===== src/rtl/core/rti_pkg.sv =====
// Shared constants and codes for the ray-triangle intersection block.
`timescale 1ns / 1ps
`default_nettype none

package rti_pkg;

    // Default geometry format: signed Q8.8 coordinates
    localparam int COORD_WIDTH_DEF = 16;
    localparam int FRAC_BITS_DEF   = 8;

    // Result distance, Q16.8 unsigned
    localparam int DIST_W = 24;
    localparam logic [DIST_W-1:0] DIST_MAX = {DIST_W{1'b1}};

    // Configuration register file
    localparam int DET_EPS_W  = 48;
    localparam int T_EPS_W    = 24;
    localparam int CFG_IDX_W  = 2;
    localparam int CFG_DATA_W = 48;
    localparam logic [CFG_IDX_W-1:0] REG_DET_EPS = 2'd0;
    localparam logic [CFG_IDX_W-1:0] REG_T_EPS   = 2'd1;

    // Input word function codes
    localparam logic FUNC_VERTEX = 1'b0;
    localparam logic FUNC_RAY    = 1'b1;

    // Number of stored vertices; vertex index 3 is ignored
    localparam int NUM_VERTS = 3;

    // Queue between the geometry front and the divide back
    localparam int QUEUE_DEPTH = 4;

endpackage

`default_nettype wire


===== src/rtl/core/rti_queue.sv =====
// Short word queue between the geometry front and the divide back.
`timescale 1ns / 1ps
`default_nettype none

module rti_queue
    import rti_pkg::*;
#(
    parameter int DATA_W = 1
) (
    input  wire logic              aclk,
    input  wire logic              aresetn,
    input  wire logic              push,
    input  wire logic [DATA_W-1:0] push_data,
    output      logic              full,
    input  wire logic              pop,
    output      logic              empty,
    output      logic [DATA_W-1:0] pop_data
);

    localparam int PTR_W = $clog2(QUEUE_DEPTH);
    localparam int CNT_W = $clog2(QUEUE_DEPTH + 1);

    logic [DATA_W-1:0] mem_reg [QUEUE_DEPTH];
    logic [PTR_W-1:0]  wr_ptr_reg, rd_ptr_reg;
    logic [CNT_W-1:0]  count_reg;

    assign full     = (count_reg == CNT_W'(QUEUE_DEPTH));
    assign empty    = (count_reg == '0);
    assign pop_data = mem_reg[rd_ptr_reg];

    // Storage
    always_ff @(posedge aclk) begin
        if (push) begin
            mem_reg[wr_ptr_reg] <= push_data;
        end
    end

    // Pointers and fill count
    always_ff @(posedge aclk) begin
        if (!aresetn) begin
            wr_ptr_reg <= '0;
            rd_ptr_reg <= '0;
            count_reg  <= '0;
        end else begin
            if (push) begin
                wr_ptr_reg <= wr_ptr_reg + PTR_W'(1);
            end
            if (pop) begin
                rd_ptr_reg <= rd_ptr_reg + PTR_W'(1);
            end
            if (push && !pop) begin
                count_reg <= count_reg + CNT_W'(1);
            end else if (pop && !push) begin
                count_reg <= count_reg - CNT_W'(1);
            end
        end
    end

endmodule

`default_nettype wire


===== config.mk =====
export PLATFORM = sky130hd
export DESIGN_NAME = rti_queue
export DESIGN_NICKNAME = d
export VERILOG_FILES = /design/src/rtl/core/rti_pkg.sv /design/src/rtl/core/rti_queue.sv
export SDC_FILE = /design/constraint.sdc
export NUM_CORES = 1
export LEC_CHECK = 0
export ABC_AREA = 1
export BUFFER_PORTS_ARGS = -buffer_cell sky130_fd_sc_hd__buf_2
export CAP_MARGIN = 20
export CORE_AREA = 2 2 39 41
export DETAILED_ROUTE_END_ITERATION = 10
export DIE_AREA = 0 0 41 43
export MAX_ROUTING_LAYER = met4
export PLACE_DENSITY = 0.67
export SLEW_MARGIN = 20
export SYNTH_ARGS = -nofsm -noshare
export SYNTH_HDL_FRONTEND = slang
export SYNTH_SLANG_ARGS = --single-unit
export TNS_END_PERCENT = 20

===== constraint.sdc =====
create_clock -name aclk -period 1.1 [get_ports aclk]
set_input_delay 0.055 -clock aclk [delete_from_list [all_inputs] [get_ports aclk]]
set_output_delay 0.055 -clock aclk [all_outputs]
set_load 0.02 [all_outputs]

; Word level (Yosys, flattened, before mapping)
; Memories as Yosys holds them, arrays and structs flattened. A register that Yosys moved wholly into a read port is not among the register bits.
; Index checks and enable logic that the tools add are counted.
[totals]
ram_bits = 4
word_cells = 21
output_inout_bits = 3
n_memories = 1
reg_bits = 7
in_bits = 5
[op_classes]
eq_ne = 1
add_sub_neg = 4
reduce_logical = 6
n_mux = 6
[mem_list]
columns = name, depth, width, read_ports, rd_clocked_by_memory_dff, wr, line_no
row1 = mem_reg, 4, 1, 1, 1, 1, rti_queue.sv:23  ; logic [DATA_W-1:0] mem_reg [QUEUE_DEPTH];
[ops]
columns = cell, n
row1 = $mux 3, 2
row2 = $add 2x1->2 const B, 2
row3 = $mux 2, 2
row4 = $add 3x1->3 const B, 1
row5 = $eq 3x3->1 const B, 1
row6 = $logic_not 3->1, 1
row7 = $sub 3x1->3 const B, 1
row8 = $logic_and 1x1->1, 2
row9 = $logic_not 1->1, 2
row10 = $mux 1, 2
row11 = $reduce_bool 2->1, 1

; Longest topological paths before layout
[depth]
ltp_word = 4
ltp_mapped = 10
ltp_nobuf = 10

; Worst setup path after synthesis
; No wires, ideal clock.
[synth_path]
path_kind = register to register
from = register count_reg[0]
to = register count_reg[2]
stages_incl_launch_ff = 8
required_time_ps = 990
setup_ps = 110
arrival_ps = 1051
path_buffers = 0
slack_ps = -61
period_less_slack_ps = 1161
path_cell_list = dfxtp_1 fa_1 inv_1 nand2_1 nand3_1 nand2_1 inv_1 nor2_1
[synth_between]
elab_chain_len = 3
word_cells_on_any_way = 4
classes_between = 2 x add/sub / 2 x mux
[synth_lines]
columns = element, line_no
row1 = "start, declared", rti_queue.sv:25  ; logic [CNT_W-1:0] count_reg;
row2 = "start signal, assigned", rti_queue.sv:52  ; count_reg <= count_reg + CNT_W'(1);
row3 = "start signal, assigned", rti_queue.sv:54  ; count_reg <= count_reg - CNT_W'(1);
row4 = $sub 3x1->3, rti_queue.sv:54
row5 = $mux 3, rti_queue.sv:53  ; end else if (pop && !push) begin
row6 = $mux 3 (*), rti_queue.sv:51  ; if (push && !pop) begin
; Every way passes the cells marked *; elsewhere a longest branch is shown, timed or not. The select of a mux whose other input is x is not followed.
; A chain may end at the register's enable or synchronous reset.

==> run metrics <==
status=finished with violations; final core occ=57.41%; pin count of the biggest net entering global routing=8; portion of the post-synthesis area used by sequential elements=50.21%; Fmax achieved=0.8742 GHz; crit share post-route=104.0%; fraction of final layout cells with drive strength greater than 1=34.48%; Via-to-Cell Ratio=4.650; number of buffers between clock root and the deepest sink=2; wire length of the first global-routing pass=1704 um; routed via count=479; CTS Buf Count=3; H-tree depth reported by CTS=1; Slowest Stage Delay on Critical Path=350 ps; count of mapped cells out of synthesis=69; half-perimeter wire length of the detailed placement result=739.3 um; unrepaired setup endpoints after global routing=yes; critical path, cell by cell=inv_2 -> nor2_2 -> nor2_1 -> o21ai_1 -> o21ai_1 -> buf_4; commonest cells after routing, fill and taps aside=sky130_fd_sc_hd__inv_1, sky130_fd_sc_hd__nand2_1, sky130_fd_sc_hd__o21ai_0, sky130_fd_sc_hd__a21oi_1, sky130_fd_sc_hd__dfxtp_1; postcts setup bufs=0; register bit total from synthesis=13; boundary pin count=8; Slew Viols, Final=0; netlist area before placement=598.1 um^2; final cell area excluding filler cells=794.5 um^2; Yosys warnings=0; Tightest Hold Check Type=input port to register; Avg Synthesized Cell Area=8.668 um^2; final hold viol count=0; initial antenna violation count=0; die height=43 um; final setup violating endpoints=4; quantity of I/O buffers inserted on ports=7; Mapped Nets=80; Setup Skew=5.037 ps; total routed wirelength=988 um; power consumption=0.001118 W; via count of the first global-routing pass=445; most common cell after layout, fill and taps aside=sky130_fd_sc_hd__inv_1; post-DR wirelength/cell=9.592 um; Critical Setup Path Class=register to output port; Die Area=1763 um^2; max-cap violations=0; normalized max-slew margin=86.22%; critical path capture point type=output port; largest voltage drop on the vdd net=0.9667 mV; worst path setup slack after routing=-43.93 ps; Total Routing Usage GR=15.63%; Worst-path clk slew=80 ps; count of cell types in the netlist=14; clock tree from TritonCTS=built; DRC violations left=0; number of nets in the final layout=99; Critical Path Fanout Max=3; power density over cell area=1407 nW/um^2; later-pin clock latency in the skew report=270 ps; clock net sink count=13; Final GP Congestion=0.7796; slowest CP cell=sky130_fd_sc_hd__dfxtp_2; CTS Root Cell=sky130_fd_sc_hd__clkbuf_4; number of DRC markers after the initial detailed-route iteration=2; global route overflow=0; minimum period implied by the final worst setup slack=1144 ps; placed inst area=695.7 um^2; worst endpoint data arrival time=1090 ps; failing checks=setup timing; number of routed nets with antenna violations=0; Critical Path Start Type=register; area of the core=1384 um^2; horizontal die dimension=41 um; Crit path top cell by count=sky130_fd_sc_hd__o21ai_1; area growth from synthesis to layout=32.85%; diode count=0; number of standard-cell rows in the floorplan=14; number of iterations in the first detailed-routing pass=3; Leakage=0.3790 nW; starting utilization of the core area=43.22%; Slew @ Worst Pin=204.5 ps; Worst Path Required=1040 ps
[per-layer routing]
metal	GRT usage (%)	vias to the layer above	wire length (um)
li1	-	256	-
met1	16.72	213	449
met5	-	-	0
met4	8.000	0	14
met3	9.424	2	41
met2	21.88	8	483
[synthesized netlist by cell type, drive strengths merged]
cell type / instances / area share (%)
nand4: 1 / 1.0
nor2: 6 / 3.8
nor3: 2 / 1.7
fa: 1 / 3.3
dfxtp: 9 / 30
inv: 16 / 10
nand3: 1 / 0.84
ha: 5 / 10
o21ai: 9 / 7.5
a21oi: 6 / 5.0
edfxtp: 4 / 20
nand2: 9 / 6.1
[metrics by stage]
step / TNS [ps] / cells / hold WS (ps) / worst slack, ps
3_5_place_dp: -246.3 / 97 / 278.0 / -134.5
3_3_place_gp: -206.5 / 97 / 270.9 / -106.8
6_report: -87.97 / 103 / 41.09 / -43.93
5_1_grt: -421.7 / 103 / 31.67 / -172.8
2_1_floorplan: 0 / 69 / 150.9 / 7.517
4_1_cts: -166.0 / 103 / 55.33 / -53.48
[report_power, final]
group | internal (W) | switching [W]
Sequential | 0.000535 | 0.0000262
Clock | 0.000141 | 0.000147
Combinational | 0.000125 | 0.000144
[kinds of logic after synthesis]
kind of cell / synth area share, %
simple gates: 13.39
buf+inv: 10.04
compound gates: 12.55
flops: 50.21
fa+ha+maj: 13.81
[worst max-delay path, delay by kind of cell, from the launching register on]
kind / cells / cell delay [ps]
compound gates: 2 / 130
simple gates: 2 / 130
buf+inv: 2 / 190
flops: 1 / 350
[what timing repair did]
| action | in CTS | in global routing |
|---|---|---|
| pin swaps | 2 | 5 |
| resized for setup | 11 | 9 |
| endpoints found under the setup margin | 5 | 5 |
| endpoints found under the hold margin | 6 | 0 |
| hold buffers | 2 | 0 |
[path summary, 6_finish.rpt]
kind	slack [ps]	endpoint	from	cells past startpoint
setup / recovery	-40	pop_data	register	6
hold / removal	40	count_reg[1]	aresetn	3
setup reg to reg	0	count_reg[2]	count_reg[0]	7
hold reg to reg	470	register	rd_ptr_reg[1]	2
[cell type report]
class                      instances  area (um^2)
fill                             139        589.3
timing repair buffer              14        111.4
tap                               16        20.02
clock buffer                       4        26.28
sequential                        13        304.0
inverter                          16        60.06
multi-input combinational         40        272.8
(Power assumes the default switching activity.)
